## src/hdl/assert_macros.svh

```systemverilog
// Assertion macros for the RTL files of the raster sample decoder.
// Depends on nothing; included by the files that carry assertions.
`ifndef ASSERT_MACROS_SVH
`define ASSERT_MACROS_SVH
`ifndef SYNTHESIS
// Property must hold at every clock edge outside reset.
`define ASSERT_PROP(lbl, clk, rstn, prop) \
  lbl: assert property (@(posedge clk) disable iff (!(rstn)) (prop)) \
    else $error("assertion failed");
// Condition must never be true outside reset.
`define ASSERT_NEVER(lbl, clk, rstn, cond) \
  lbl: assert property (@(posedge clk) disable iff (!(rstn)) !(cond)) \
    else $error("forbidden condition seen");
`else
`define ASSERT_PROP(lbl, clk, rstn, prop)
`define ASSERT_NEVER(lbl, clk, rstn, cond)
`endif
`endif

```

## src/hdl/prsd_pkg.sv

```systemverilog
// Package of the raster sample decoder: types, codes and constants.
// Used by every module of the block; depends on nothing.
package prsd_pkg;

  // Register indexes of the configuration port.
  localparam int CFG_IDX_W = 2;
  localparam logic [CFG_IDX_W-1:0] REG_RASTER_FORMAT = 2'd0;
  localparam logic [CFG_IDX_W-1:0] REG_CHANNEL_COUNT = 2'd1;
  localparam logic [CFG_IDX_W-1:0] REG_MAX_VALUE     = 2'd2;
  localparam logic [CFG_IDX_W-1:0] REG_ROW_WIDTH     = 2'd3;
  localparam int CFG_DATA_W = 16;

  // Raster format codes.
  localparam logic FMT_BITMAP = 1'b0;
  localparam logic FMT_SAMPLE = 1'b1;

  // Reset values of the registers.
  localparam logic        RST_RASTER_FORMAT = FMT_SAMPLE;
  localparam logic [1:0]  RST_CHANNEL_COUNT = 2'd1;
  localparam logic [15:0] RST_MAX_VALUE     = 16'd255;
  localparam logic [12:0] RST_ROW_WIDTH     = 13'd1;

  // Largest row width the register can express.
  localparam int ROW_WIDTH_REG_MAX = 8191;
  localparam int DEF_MAX_ROW_PIXELS = 4096;

  // Sample scaling.
  localparam logic [15:0] FULL_NARROW = 16'd255;
  localparam logic [15:0] FULL_WIDE   = 16'hFFFF;
  localparam logic [15:0] BYTE_MAX    = 16'd255;

  // Bit index of the last bit of a bitmap byte, and the last divider step.
  localparam logic [2:0] BIT_LAST  = 3'd7;
  localparam logic [3:0] STEP_LAST = 4'd15;

  // Queue between front and back.
  localparam int QUEUE_DEPTH = 2;

  typedef enum logic {
    KIND_BITMAP = 1'b0,
    KIND_SAMPLE = 1'b1
  } item_kind_t;

  // One classified work item.
  typedef struct packed {
    item_kind_t  kind;
    logic [15:0] data;
  } q_item_t;

  // Queue status seen by the front and the back.
  typedef struct packed {
    logic full;
    logic empty;
  } q_status_t;

  // Back-end sequencer states.
  typedef enum logic [4:0] {
    S_IDLE = 5'b00001,
    S_PREP = 5'b00010,
    S_DIV  = 5'b00100,
    S_EMIT = 5'b01000,
    S_BITS = 5'b10000
  } back_state_t;

endpackage

```

## src/hdl/pnm_raster_sample_decoder_core.sv

```systemverilog
// Raster sample decoder for binary netpbm raster bytes.
// The input channel takes one raw byte per beat; the output channel gives
// one normalized sample per beat with a flag on the last sample of a row.
// Bitmap bytes yield up to eight samples (set bit 0, clear bit 255, row
// padding dropped); gray or colour bytes yield one sample, or one sample per
// two bytes when max_value exceeds 255, clamped and scaled to full range.
// A front end takes bytes and joins sample halves into a two-entry queue; a
// back end drains the queue one item at a time.
// A bitmap byte is fetched from the queue and then expanded into its samples;
// a sample passes S_PREP, the 16-step divider and S_EMIT, or goes straight
// to S_EMIT when max_value is zero; the high byte of a two-byte sample is
// absorbed by the front. Each item passes the queue, the back-end sequencer
// and the output register; while out_stall is high on a valid beat that
// register holds and the back end waits, and the front keeps taking bytes
// until the queue fills. Reset (rst_n low, synchronous) loads the register
// defaults, empties the queue and clears the row counter and any pending
// high byte. Registers are written through cfg_we, cfg_index and cfg_wdata;
// the user must do so only while the block idles; the block does not
// enforce it. Depends on prsd_pkg and assert_macros.svh.
`include "assert_macros.svh"

module pnm_raster_sample_decoder_core #(
  parameter int MAX_ROW_PIXELS = prsd_pkg::DEF_MAX_ROW_PIXELS
) (
  input  logic                            clk,
  input  logic                            rst_n,
  input  logic                            in_valid,
  output logic                            in_stall,
  input  logic [7:0]                      in_raw_byte,
  output logic                            out_valid,
  input  logic                            out_stall,
  output logic [15:0]                     out_sample_value,
  output logic                            out_last_in_row,
  input  logic                            cfg_we,
  input  logic [prsd_pkg::CFG_IDX_W-1:0]  cfg_index,
  input  logic [prsd_pkg::CFG_DATA_W-1:0] cfg_wdata
);

  logic        raster_format_r;
  logic [1:0]  channel_count_r;
  logic [15:0] max_value_r;
  logic [12:0] row_width_r;

  logic                push;
  logic                pop;
  prsd_pkg::q_item_t   push_item;
  prsd_pkg::q_item_t   pop_item;
  prsd_pkg::q_status_t q_status;

  // Configuration registers.
  always_ff @(posedge clk) begin
    if (!rst_n) begin
      raster_format_r <= prsd_pkg::RST_RASTER_FORMAT;
      channel_count_r <= prsd_pkg::RST_CHANNEL_COUNT;
      max_value_r     <= prsd_pkg::RST_MAX_VALUE;
      row_width_r     <= prsd_pkg::RST_ROW_WIDTH;
    end else if (cfg_we) begin
      case (cfg_index)
        prsd_pkg::REG_RASTER_FORMAT: raster_format_r <= cfg_wdata[0];
        prsd_pkg::REG_CHANNEL_COUNT: channel_count_r <= cfg_wdata[1:0];
        prsd_pkg::REG_MAX_VALUE:     max_value_r     <= cfg_wdata[15:0];
        prsd_pkg::REG_ROW_WIDTH:     row_width_r     <= cfg_wdata[12:0];
        default: begin
        end
      endcase
    end
  end

  // Byte intake and classification.
  prsd_front u_front (
    .clk           (clk),
    .rst_n         (rst_n),
    .in_valid      (in_valid),
    .in_stall      (in_stall),
    .in_raw_byte   (in_raw_byte),
    .raster_format (raster_format_r),
    .max_value     (max_value_r),
    .q_status      (q_status),
    .push          (push),
    .push_item     (push_item)
  );

  // Queue between front and back.
  prsd_fifo #(
    .DEPTH (prsd_pkg::QUEUE_DEPTH)
  ) u_fifo (
    .clk       (clk),
    .rst_n     (rst_n),
    .push      (push),
    .push_item (push_item),
    .pop       (pop),
    .pop_item  (pop_item),
    .status    (q_status)
  );

  // Sample generation.
  prsd_back #(
    .MAX_ROW_PIXELS (MAX_ROW_PIXELS)
  ) u_back (
    .clk              (clk),
    .rst_n            (rst_n),
    .q_status         (q_status),
    .pop_item         (pop_item),
    .pop              (pop),
    .channel_count    (channel_count_r),
    .max_value        (max_value_r),
    .row_width        (row_width_r),
    .out_valid        (out_valid),
    .out_stall        (out_stall),
    .out_sample_value (out_sample_value),
    .out_last_in_row  (out_last_in_row)
  );

  // The front never writes a full queue and the back never reads an empty one.
  `ASSERT_NEVER(a_push_full, clk, rst_n, push && q_status.full)
  `ASSERT_NEVER(a_pop_empty, clk, rst_n, pop && q_status.empty)
  // A write without a read leaves something queued in the next cycle.
  `ASSERT_PROP(a_push_fills, clk, rst_n, (push && !pop) |=> !q_status.empty)

endmodule

```

## src/hdl/prsd_front.sv

```systemverilog
// Front end of the raster sample decoder: accepts raw bytes, joins
// two-byte samples and classifies each item. Depends on prsd_pkg.
module prsd_front (
  input  logic                 clk,
  input  logic                 rst_n,
  input  logic                 in_valid,
  output logic                 in_stall,
  input  logic [7:0]           in_raw_byte,
  input  logic                 raster_format,
  input  logic [15:0]          max_value,
  input  prsd_pkg::q_status_t  q_status,
  output logic                 push,
  output prsd_pkg::q_item_t    push_item
);

  logic       await_r, await_nxt;
  logic [7:0] hold_r, hold_nxt;
  logic       accept;
  logic       wide;

  // The front waits whenever the queue has no room.
  assign in_stall = q_status.full;
  assign accept   = in_valid && !in_stall;
  assign wide     = max_value > prsd_pkg::BYTE_MAX;

  // Classify the beat and keep a pending high byte.
  always_comb begin
    await_nxt      = await_r;
    hold_nxt       = hold_r;
    push           = 1'b0;
    push_item.kind = prsd_pkg::KIND_BITMAP;
    push_item.data = {8'd0, in_raw_byte};
    if (accept) begin
      if (raster_format == prsd_pkg::FMT_BITMAP) begin
        push      = 1'b1;
        await_nxt = 1'b0;
        hold_nxt  = 8'd0;
      end else if (wide && !await_r) begin
        await_nxt = 1'b1;
        hold_nxt  = in_raw_byte;
      end else begin
        push           = 1'b1;
        push_item.kind = prsd_pkg::KIND_SAMPLE;
        push_item.data = wide ? {hold_r, in_raw_byte} : {8'd0, in_raw_byte};
        await_nxt      = 1'b0;
        hold_nxt       = 8'd0;
      end
    end
  end

  always_ff @(posedge clk) begin
    if (!rst_n) begin
      await_r <= 1'b0;
      hold_r  <= 8'd0;
    end else begin
      await_r <= await_nxt;
      hold_r  <= hold_nxt;
    end
  end

endmodule

```

## src/hdl/prsd_fifo.sv

```systemverilog
// Short register queue between the front and the back of the decoder.
// Depends on prsd_pkg for the item and status types.
module prsd_fifo #(
  parameter int DEPTH = prsd_pkg::QUEUE_DEPTH
) (
  input  logic                 clk,
  input  logic                 rst_n,
  input  logic                 push,
  input  prsd_pkg::q_item_t    push_item,
  input  logic                 pop,
  output prsd_pkg::q_item_t    pop_item,
  output prsd_pkg::q_status_t  status
);

  localparam int PTR_W = (DEPTH > 1) ? $clog2(DEPTH) : 1;
  localparam int CNT_W = $clog2(DEPTH + 1);

  prsd_pkg::q_item_t  slot_r [DEPTH];
  logic [PTR_W-1:0]   wr_ptr_r, wr_ptr_nxt;
  logic [PTR_W-1:0]   rd_ptr_r, rd_ptr_nxt;
  logic [CNT_W-1:0]   count_r, count_nxt;

  assign status.full  = count_r == CNT_W'(DEPTH);
  assign status.empty = count_r == '0;
  assign pop_item     = slot_r[rd_ptr_r];

  // Pointer and fill count update.
  always_comb begin
    wr_ptr_nxt = wr_ptr_r;
    rd_ptr_nxt = rd_ptr_r;
    count_nxt  = count_r;
    if (push) begin
      wr_ptr_nxt = (wr_ptr_r == PTR_W'(DEPTH - 1)) ? '0 : wr_ptr_r + 1'b1;
    end
    if (pop) begin
      rd_ptr_nxt = (rd_ptr_r == PTR_W'(DEPTH - 1)) ? '0 : rd_ptr_r + 1'b1;
    end
    if (push && !pop) begin
      count_nxt = count_r + 1'b1;
    end else if (pop && !push) begin
      count_nxt = count_r - 1'b1;
    end
  end

  always_ff @(posedge clk) begin
    if (!rst_n) begin
      wr_ptr_r <= '0;
      rd_ptr_r <= '0;
      count_r  <= '0;
    end else begin
      wr_ptr_r <= wr_ptr_nxt;
      rd_ptr_r <= rd_ptr_nxt;
      count_r  <= count_nxt;
    end
  end

  // Entry storage carries no reset.
  always_ff @(posedge clk) begin
    if (push) begin
      slot_r[wr_ptr_r] <= push_item;
    end
  end

endmodule

```

## src/hdl/prsd_back.sv

```systemverilog
// Back end of the raster sample decoder: expands bitmap bytes, scales
// samples with a bit-serial divider and tracks rows. Depends on prsd_pkg.
module prsd_back #(
  parameter int MAX_ROW_PIXELS = prsd_pkg::DEF_MAX_ROW_PIXELS
) (
  input  logic                 clk,
  input  logic                 rst_n,
  input  prsd_pkg::q_status_t  q_status,
  input  prsd_pkg::q_item_t    pop_item,
  output logic                 pop,
  input  logic [1:0]           channel_count,
  input  logic [15:0]          max_value,
  input  logic [12:0]          row_width,
  output logic                 out_valid,
  input  logic                 out_stall,
  output logic [15:0]          out_sample_value,
  output logic                 out_last_in_row
);

  localparam int RowPixMax = (MAX_ROW_PIXELS < prsd_pkg::ROW_WIDTH_REG_MAX) ?
                             MAX_ROW_PIXELS : prsd_pkg::ROW_WIDTH_REG_MAX;
  localparam int PIX_W = $clog2(RowPixMax + 1);
  localparam int CNT_W = $clog2(RowPixMax * 3 + 1);

  prsd_pkg::back_state_t state_r, state_nxt;

  logic [CNT_W-1:0] cnt_r, cnt_nxt;
  logic [7:0]       shift_r, shift_nxt;
  logic [2:0]       bit_r, bit_nxt;
  logic [15:0]      val_r, val_nxt;
  logic [15:0]      rem_r, rem_nxt;
  logic [15:0]      quo_r, quo_nxt;
  logic [3:0]       step_r, step_nxt;
  logic             out_valid_r, out_valid_nxt;
  logic [15:0]      out_sample_r, out_sample_nxt;
  logic             out_last_r, out_last_nxt;

  logic [PIX_W-1:0] pix;
  logic [1:0]       chans;
  logic [PIX_W+1:0] pix_chans;
  logic [CNT_W-1:0] row_len;
  logic [CNT_W:0]   cnt_inc;
  logic             row_end;
  logic             wide;
  logic [15:0]      full;
  logic [31:0]      scaled;
  logic [16:0]      trial;
  logic             trial_ge;
  logic             out_free;

  assign out_valid        = out_valid_r;
  assign out_sample_value = out_sample_r;
  assign out_last_in_row  = out_last_r;
  assign out_free         = !out_valid_r || !out_stall;

  // Row length from the registers; zero width counts as one pixel.
  always_comb begin
    if (row_width == 13'd0) begin
      pix = PIX_W'(1);
    end else if ({19'd0, row_width} > 32'(MAX_ROW_PIXELS)) begin
      pix = PIX_W'(RowPixMax);
    end else begin
      pix = PIX_W'(row_width);
    end
    chans     = (channel_count == 2'd0) ? 2'd1 : channel_count;
    pix_chans = {2'b00, pix} * {{PIX_W{1'b0}}, chans};
    row_len   = (state_r == prsd_pkg::S_BITS) ? CNT_W'(pix) : CNT_W'(pix_chans);
    cnt_inc   = {1'b0, cnt_r} + 1'b1;
    row_end   = cnt_inc >= {1'b0, row_len};
  end

  // Scaling helpers: value times full range by shift and subtract.
  assign wide     = max_value > prsd_pkg::BYTE_MAX;
  assign full     = wide ? prsd_pkg::FULL_WIDE : prsd_pkg::FULL_NARROW;
  assign scaled   = wide ? ({val_r, 16'd0} - {16'd0, val_r})
                         : ({8'd0, val_r, 8'd0} - {16'd0, val_r});
  assign trial    = {rem_r, quo_r[15]};
  assign trial_ge = trial >= {1'b0, max_value};

  // Sequencer of the back end.
  always_comb begin
    state_nxt      = state_r;
    cnt_nxt        = cnt_r;
    shift_nxt      = shift_r;
    bit_nxt        = bit_r;
    val_nxt        = val_r;
    rem_nxt        = rem_r;
    quo_nxt        = quo_r;
    step_nxt       = step_r;
    out_sample_nxt = out_sample_r;
    out_last_nxt   = out_last_r;
    out_valid_nxt  = out_valid_r && out_stall;
    pop            = 1'b0;
    case (state_r)
      prsd_pkg::S_IDLE: begin
        if (!q_status.empty) begin
          pop = 1'b1;
          if (pop_item.kind == prsd_pkg::KIND_BITMAP) begin
            shift_nxt = pop_item.data[7:0];
            bit_nxt   = 3'd0;
            state_nxt = prsd_pkg::S_BITS;
          end else if (max_value == 16'd0) begin
            quo_nxt   = full;
            state_nxt = prsd_pkg::S_EMIT;
          end else begin
            val_nxt   = (pop_item.data < max_value) ? pop_item.data : max_value;
            state_nxt = prsd_pkg::S_PREP;
          end
        end
      end
      prsd_pkg::S_PREP: begin
        rem_nxt   = scaled[31:16];
        quo_nxt   = scaled[15:0];
        step_nxt  = 4'd0;
        state_nxt = prsd_pkg::S_DIV;
      end
      prsd_pkg::S_DIV: begin
        // One restoring division step per cycle.
        rem_nxt  = trial_ge ? 16'(trial - {1'b0, max_value}) : trial[15:0];
        quo_nxt  = {quo_r[14:0], trial_ge};
        step_nxt = step_r + 1'b1;
        if (step_r == prsd_pkg::STEP_LAST) begin
          state_nxt = prsd_pkg::S_EMIT;
        end
      end
      prsd_pkg::S_EMIT: begin
        if (out_free) begin
          out_valid_nxt  = 1'b1;
          out_sample_nxt = quo_r;
          out_last_nxt   = row_end;
          cnt_nxt        = row_end ? '0 : cnt_inc[CNT_W-1:0];
          state_nxt      = prsd_pkg::S_IDLE;
        end
      end
      prsd_pkg::S_BITS: begin
        if (out_free) begin
          out_valid_nxt  = 1'b1;
          out_sample_nxt = shift_r[7] ? 16'd0 : prsd_pkg::BYTE_MAX;
          out_last_nxt   = row_end;
          cnt_nxt        = row_end ? '0 : cnt_inc[CNT_W-1:0];
          shift_nxt      = {shift_r[6:0], 1'b0};
          bit_nxt        = bit_r + 1'b1;
          if (row_end || bit_r == prsd_pkg::BIT_LAST) begin
            state_nxt = prsd_pkg::S_IDLE;
          end
        end
      end
      default: begin
        state_nxt = prsd_pkg::S_IDLE;
      end
    endcase
  end

  // Control registers.
  always_ff @(posedge clk) begin
    if (!rst_n) begin
      state_r     <= prsd_pkg::S_IDLE;
      cnt_r       <= '0;
      out_valid_r <= 1'b0;
    end else begin
      state_r     <= state_nxt;
      cnt_r       <= cnt_nxt;
      out_valid_r <= out_valid_nxt;
    end
  end

  // Datapath registers.
  always_ff @(posedge clk) begin
    shift_r      <= shift_nxt;
    bit_r        <= bit_nxt;
    val_r        <= val_nxt;
    rem_r        <= rem_nxt;
    quo_r        <= quo_nxt;
    step_r       <= step_nxt;
    out_sample_r <= out_sample_nxt;
    out_last_r   <= out_last_nxt;
  end

endmodule

```

## config.mk

```make
export PLATFORM = sky130hd
export DESIGN_NAME = pnm_raster_sample_decoder_core
export DESIGN_NICKNAME = d
export VERILOG_FILES = /design/src/hdl/prsd_pkg.sv /design/src/hdl/pnm_raster_sample_decoder_core.sv /design/src/hdl/prsd_front.sv /design/src/hdl/prsd_fifo.sv /design/src/hdl/prsd_back.sv
export VERILOG_INCLUDE_DIRS = /design/src /design/src/hdl
export SDC_FILE = /design/constraint.sdc
export NUM_CORES = 1
export LEC_CHECK = 0
export BUFFER_PORTS_ARGS = -buffer_cell sky130_fd_sc_hd__buf_2
export CORE_MARGIN = 4
export CORE_UTILIZATION = 50
export CTS_CLUSTER_SIZE = 40
export DETAILED_ROUTE_END_ITERATION = 8
export GPL_TIMING_DRIVEN = 0
export PLACE_DENSITY = 0.74
export SYNTH_ARGS = -nofsm -noshare
export SYNTH_HDL_FRONTEND = slang
export SYNTH_SLANG_ARGS = --single-unit
```

## constraint.sdc

```tcl
create_clock -name clk -period 4.29 [get_ports clk]
set_input_delay 0.858 -clock clk [delete_from_list [all_inputs] [get_ports clk]]
set_output_delay 0.858 -clock clk [all_outputs]
set_load 0.03 [all_outputs]
```

==> results of run 1 <==
-- worst paths after layout --
kind	cells after the start	slack [ns]	endpoint
setup / recovery	23	-0.41	u_back.state_r[0]
hold / removal	2	0.48	row_width_r[10]
setup reg to reg	23	-0.41	u_back.state_r[0]
hold reg to reg	2	0.48	row_width_r[10]
-- layout make-up --
cell class / instances / share of cell area, %
Tap cell: 280 / 2.75
Clock inverter: 15 / 1.71
Sequential cell: 180 / 37.4
Buffer: 48 / 1.64
Clock buffer: 17 / 3.34
Multi-Input combinational cell: 898 / 48.3
Inverter: 47 / 1.41
Timing Repair Buffer: 73 / 3.45
-- per-stage QoR --
| step | hold slack, ns | util, % | power, mW |
|---|---|---|---|
| floorplan | 0.445 | - | 3.52 |
| global placement | 0.457 | 53.4 | 3.94 |
| detailed placement | 0.467 | 53.4 | 3.98 |
| CTS | 0.488 | 57.8 | 5.65 |
| global route | 0.509 | 58.5 | 5.96 |
| finish | 0.485 | 58.5 | 5.69 |
-- metal layers --
layer | up-vias | share of wire, % | track usage (%)
met4 | 0 | 2.7 | 8.02
met2 | 401 | 46 | 38.7
met3 | 56 | 7.8 | 3.93
met5 | - | 0 | 0
met1 | 4537 | 43 | 33.8
li1 | 4504 | - | -
-- flip-flops by register name, indices dropped and copies added, names as in the netlist, 2 cells and up, named ones only --
register                 cells
u_fifo.slot_r               34
max_value_r                 16
u_back.out_sample_value     16
u_back.quo_r                16
u_back.rem_r                16
u_back.val_r                16
u_back.cnt_r                14
row_width_r                 13
u_back.shift_r               8
u_front.hold_r               8
u_back.state_r               5
u_back.step_r                4
u_back.bit_r                 3
channel_count_r              2
u_fifo.count_r               2
-- cells by family (layout without fill, tap and decap cells) --
group	Yosys count	after routing	share of synthesized area (%)
and+or+nand+nor	448	448	19.8
AOI/OAI and AO/OA	272	272	16.0
DFF	180	180	43.1
buffers and inverters	95	200	3.40
adders and majority gates	73	73	8.43
xor gates and xnor gates	59	59	4.69
muxes	46	46	4.58
-- worst max-delay path, delay by kind of cell, from the launching register on --
kind | cells | cell delay (ns)
AOI/OAI and AO/OA | 10 | 2.15
and+or+nand+nor | 4 | 0.73
adders and majority gates | 2 | 0.53
buffers and inverters | 5 | 0.52
DFF | 1 | 0.34
xor gates and xnor gates | 1 | 0.17
muxes | 1 | 0.14
-- repair_timing --
| action | in CTS | in global routing |
|---|---|---|
| setup buffers | 15 | 8 |
| resized for setup | 46 | 21 |
| endpoints found under the setup margin | 17 | 17 |
| cloned | 1 | 0 |
| pin swaps | 22 | 21 |
-- power groups by stage --
stage	Clock, mW	Sequential (mW)	Combinational, mW
finish	1.65	2.30	1.75
global route	1.73	2.31	1.92
CTS	1.66	2.29	1.71
detailed placement	0	2.32	1.66
global placement	0	2.32	1.63
floorplan	0	2.27	1.26
-- layout by cell type, fill, tap and decap left out, types with 41 or more instances in the layout --
master | Yosys | routed
nand2_1 | 118 | 116
xnor2_1 | 41 | 41
inv_1 | 46 | 44
o21ai_0 | 54 | 48
ha_1 | 71 | 68
dfxtp_1 | 66 | 60
a21oi_1 | 87 | 81
nor2_1 | 109 | 108
buf_2 | 5 | 53
edfxtp_1 | 114 | 114
==> flow_metrics.py, run 1 <==
metrics = {
    "critical_path": {
        "critical_path_peak_fanout": 4,
        "worstSetupPathType": "reg -> reg",
        "max_stage_delay_ns": 0.35,
        "worst_path_max_delay_cell": "ha_1",
        "cp-start-kind": "flop",
        "critPathRequiredTime_ns": 4.62,
        "crit_top_cell": "a21o_1",
        "crit_chain": "nor4_2 > nand3_2 > a21oi_4 > buf_6 > buf_6 > nand2_4 > inv_4 > ha_4 > a21o_1 > a21o_1 > a211oi_2 > o21ai_1 > a31oi_1 > xnor2_1 > mux2i_1 > ha_1 > a21o_1 > a21oi_2 > inv_2 > a311oi_4 > buf_4 > nand3b_1 > a31o_2",
        "cp-startpoint": "row_width_r[10]",
        "reg2reg_from": "row_width_r[10]",
        "arrival_ns": 5.03,
        "critPathCaptureType": "flop",
    },
    "logic_synthesis": {
        "yosysTopAreaCellShare_pct": 31.1,
        "avgSynthCellArea_um2": 9.39,
        "yosysWarnings": 0,
        "synthesis.nets": 1277,
        "synth.ff_latch_count": 180,
        "yosysSeqAreaShare_pct": 43.1,
        "ys_types": 74,
        "synth.most_common_cell": "nand2_1",
        "synth-edff-count": 114,
        "synthTopCellsByCount": "nand2_1 (118), edfxtp_1 (114), nor2_1 (109)",
        "synthArstFlopShare_pct": 0,
        "synthTopCellsByArea": "edfxtp_1 (31%), dfxtp_1 (12%), ha_1 (8.1%)",
        "synth_flop_cell": "edfxtp_1",
        "syn_inst": 1173,
        "syn_area_um2": 11000,
        "synth_top_area_cell": "edfxtp_1",
    },
    "detailed_routing": {
        "num_vias": 9498,
        "viasPerCell": 6.10,
        "wire_per_inst_um": 19.3,
        "ant_nets": 0,
        "first_pass_iters": 6,
        "drt-total-wl_mm": 30.1,
        "drt_iter0_drc": 782,
        "drc": 0,
    },
    "clock_tree": {
        "cts_buffer_depth": 2,
        "cts_tree": "built",
        "cts_buffers": 17,
        "clkSinkCount": 180,
        "htreeDepth": 4,
        "cts_root_buf": "clkbuf_16",
        "clk_pin_slew_ns": 0.08,
        "clk_latency_ns": 0.44,
        "cts-hold-fix-buffers": 0,
    },
    "floorplanning": {
        "start_util_pct": 50.6,
        "die_area_um2": 24500,
        "num_rows": 54,
        "coreArea_um2": 21800,
        "dieHeight_um": 156,
        "ios": 50,
        "fp.dieW_um": 156,
    },
    "timing": {
        "drv_slew": 0,
        "finalCriticalPeriod_ns": 4.70,
        "worst_slack_ns": -0.407,
        "finalCritPeriodShare_pct": 109,
        "tns_ns": -5.54,
        "clock_skew_ns": 0.0142,
        "hold_violations": 0,
        "setup_viol": 17,
        "worst_slew_pin_slew_ns": 1.22,
        "slew-limit-headroom_pct": 18.5,
        "timing.fmax_ghz": 0.213,
        "rsz0062_at_grt": "yes",
    },
    "placement": {
        "dpl.hpwl_mm": 22.3,
        "dp.cells": 1502,
        "gp_congestion": 0.946,
        "postPlaceCellArea_um2": 11600,
        "place_ws_ns": -1.03,
        "io_buffers": 48,
    },
    "power": {
        "seq_power_share_pct": 40.3,
        "pwr_density_cell_nw_per_um2": 447,
        "p_clk_share_pct": 29.0,
        "cellInternalPower_mw": 3.65,
        "swShare_pct": 35.9,
        "leakage_nw": 4.91,
        "p_sw_mw": 2.04,
        "ir_worst_vdd_mv": 0.354,
        "combPwrFrac_pct": 30.7,
    },
    "grt": {
        "grt_start_max_net_pins": 30,
        "grt_pass1_wl_mm": 47.2,
        "track_usage_pct": 24.2,
        "grt_antenna_before_repair": 0,
        "overflow": 0,
        "grt_pass1_vias": 8992,
    },
    "final_layout": {
        "nFillCells": 1877,
        "regArea_um2": 4760,
        "num_antenna_cells": 0,
        "multi_input_area_um2": 6150,
        "drive_above_1_share_pct": 16.3,
        "design_area_um2": 12700,
        "area_growth_pct": 15.6,
        "finalNonFillerCells": 1558,
        "layout.nets": 1369,
    },
    "hold_path": {
        "hold_class": "reg -> reg",
        "hp-start": "row_width_r[10]",
    },
    "outcome": {
        "status": "finished with violations",
        "violations": "setup timing",
    },
    "run": {
        "drv_cap": 0,
    },
}
Power figures use the tool's default switching activity.
==> run 2, diff against run 1 <==
ABC_AREA = 1   (was default)
PLACE_DENSITY = 0.69   (was 0.74)
==> run 2 against run 1 <==
  * The flow now finishes without violations
  * Sequential cell count is the same
  * Critical endpoint is now u_back.cnt_r[13]
  * Fmax increased by 14%
  * Total power grew 7.8%
  * Combinational power grew 27%
  * First-iteration DRC count grew 22%
  * Sequential power is essentially flat
  * Cell area up 5.8%
  * Non-clock buffer count down 16
==> flow_metrics.py, run 2 <==
metrics = {
    "clock_tree": {
        "cts_buffers": 17,
        "cts_tree": "built",
        "cts_buffer_depth": 2,
        "clkSinkCount": 180,
        "cts_root_buf": "clkbuf_16",
        "htreeDepth": 4,
        "clk_pin_slew_ns": 0.08,
        "clk_latency_ns": 0.43,
    },
    "grt": {
        "track_usage_pct": 25.2,
        "overflow": 0,
        "grt_pass1_vias": 10344,
        "grt_start_max_net_pins": 30,
        "grt_pass1_wl_mm": 53.0,
        "grt_antenna_before_repair": 0,
    },
    "floorplanning": {
        "fp.dieW_um": 162,
        "ios": 50,
        "coreArea_um2": 23400,
        "num_rows": 56,
        "start_util_pct": 50.8,
        "dieHeight_um": 162,
        "die_area_um2": 26300,
    },
    "critical_path": {
        "critPathRequiredTime_ns": 4.65,
        "worst_path_max_delay_cell": "fa_2",
        "cp.depth": 29,
        "critPathCaptureType": "flop",
        "cp-start-kind": "flop",
        "cp_num_buf_inv": 6,
        "max_stage_delay_ns": 0.33,
        "crit_top_cell": "nor2_1",
        "arrival_ns": 4.49,
        "worstSetupPathType": "reg -> reg",
        "critical_path_peak_fanout": 5,
        "critPathTopFamily": "simple AND/OR/NAND/NOR gates",
        "reg2reg_depth": 29,
    },
    "logic_synthesis": {
        "yosysTopAreaCellShare_pct": 28.8,
        "synth.ff_latch_count": 180,
        "syn_inst": 1589,
        "synth-edff-count": 114,
        "synthTopCellsByArea": "edfxtp_1 (29%), nand2_1 (13%), dfxtp_1 (11%)",
        "avgSynthCellArea_um2": 7.48,
        "synthTopCellsByCount": "nand2_1 (402), inv_1 (207), nor2_1 (162)",
        "synth.most_common_cell": "nand2_1",
        "synth_flop_cell": "edfxtp_1",
        "synthesis.nets": 1693,
        "yosysSeqAreaShare_pct": 39.9,
        "yosysWarnings": 0,
        "synth_top_area_cell": "edfxtp_1",
        "synthArstFlopShare_pct": 0,
        "ys_types": 48,
        "syn_area_um2": 11900,
    },
    "timing": {
        "rsz0062_at_grt": "yes",
        "drv_slew": 0,
        "slew-limit-headroom_pct": 18.3,
        "timing.fmax_ghz": 0.242,
        "worst_slew_pin_slew_ns": 1.22,
        "finalCriticalPeriod_ns": 4.13,
        "clock_skew_ns": 0.0124,
        "finalCritPeriodShare_pct": 96.2,
        "setup_viol": 0,
        "hold_violations": 0,
        "worst_slack_ns": 0.165,
    },
    "detailed_routing": {
        "viasPerCell": 5.48,
        "ant_nets": 0,
        "drt_iter0_drc": 954,
        "wire_per_inst_um": 16.7,
        "first_pass_iters": 5,
        "num_vias": 10969,
        "drc": 0,
        "drt-total-wl_mm": 33.4,
    },
    "placement": {
        "gp_congestion": 0.961,
        "postPlaceCellArea_um2": 12600,
        "io_buffers": 49,
        "dpl.hpwl_mm": 26.0,
        "place_ws_ns": -0.290,
    },
    "power": {
        "ir_worst_vdd_mv": 0.323,
        "p_clk_share_pct": 25.7,
        "seq_power_share_pct": 38.1,
        "cellInternalPower_mw": 3.70,
        "leakage_nw": 6.05,
        "p_sw_mw": 2.43,
        "pwr_density_cell_nw_per_um2": 456,
        "combPwrFrac_pct": 36.2,
        "swShare_pct": 39.6,
    },
    "final_layout": {
        "largest_register_ffs": 34,
        "drive_above_1_share_pct": 13.6,
        "final_cell_mix": "nand2_1 (394), inv_1 (199), nor2_1 (154), nand3_1 (137), edfxtp_1 (114)",
        "top_register": "u_fifo.slot_r",
        "num_antenna_cells": 0,
        "area_growth_pct": 13.3,
        "layout.nets": 1775,
        "design_area_um2": 13500,
        "nFillCells": 2201,
        "final_common_cell": "nand2_1",
    },
    "hold_path": {
        "hold_class": "reg -> reg",
        "holdPathStages": 2,
    },
    "outcome": {
        "status": "complete, no violations",
    },
    "run": {
        "drv_cap": 0,
    },
}
## run 2: cell types whose count changed after synthesis, moves of 20 or more
| cell | before | now |
|---|---|---|
| nand3_1 | 41 | 140 |
| nor2_1 | 109 | 162 |
| o21ai_0 | 54 | 81 |
| nand2_1 | 118 | 402 |
| and2_1 | 34 | 1 |
| and3_1 | 20 | 0 |
| inv_1 | 46 | 207 |
| xnor2_1 | 41 | 10 |
## run 2: final timing paths
| check | start | endpoint | slack, ns |
|---|---|---|---|
| worst max-delay path | row_width_r[3] | u_back.cnt_r[13] | 0.16 |
| worst min-delay path | row_width_r[5] | row_width_r[5] | 0.46 |
| worst max register to register | row_width_r[3] | u_back.cnt_r[13] | 0.16 |
| worst min register to register | row_width_r[5] | row_width_r[5] | 0.46 |
## run 2: repair_timing
item	CTS	global route
gates cloned	0	1
buffers inserted	0	10
hold buffers	0	0
resized for setup	4	59
setup endpoints to repair	18	18
pin swaps	0	25
## run 2: cells by family (layout without fill, tap and decap cells)
group,Yosys count,after routing,synth area share (%)
flops,180,180,39.9
compound gates,235,235,11.1
mux,16,16,1.52
buf+inv,255,350,8.37
simple gates,802,802,29.2
fa+ha+maj,73,73,7.82
xor+xnor,28,28,2.06
## run 2: power groups by stage
stage	Combinational (mW)	Clock (mW)	Sequential, mW
2_1_floorplan	1.52	0	2.36
3_3_place_gp	2.07	0	2.36
3_5_place_dp	2.14	0	2.36
4_1_cts	2.15	1.59	2.33
5_1_grt	2.49	1.66	2.35
6_report	2.22	1.58	2.33
## run 2: final cells by class
cell class	count	area, µm²	area share [%]
Multi-Input combinational cell	1154	6350	47.2
Sequential cell	180	4750	35.3
Inverter	213	800	5.94
Clock buffer	18	439	3.26
Tap cell	319	399	2.97
Timing Repair Buffer	63	372	2.76
Buffer	42	196	1.46
Clock inverter	14	151	1.12
## run 2: tightest hold or removal path: stages (launching register included)
cell,delay (ns)
dfxtp_2,0.33
inv_2,0.05
a21oi_1,0.05
## run 2: through the flow
step	power [mW]	hold slack, ns	util [%]	TNS, ns	cells
3_3_place_gp	4.43	0.435	53.5	-2.64	1957
2_1_floorplan	3.88	0.426	-	0	1589
4_1_cts	6.07	0.465	56.2	0	1992
5_1_grt	6.50	0.481	57.5	-0.433	2003
6_report	6.13	0.455	57.5	0	2003
3_5_place_dp	4.50	0.453	53.6	-3.79	1960
## run 2: routing by layer
metal	GRT usage, %	vias to the layer above	part of all wire (%)
li1	-	5440	-
met1	34.9	5082	44
met2	41.3	391	46
met3	3.50	56	7.0
met4	7.73	0	2.2
met5	0	-	0
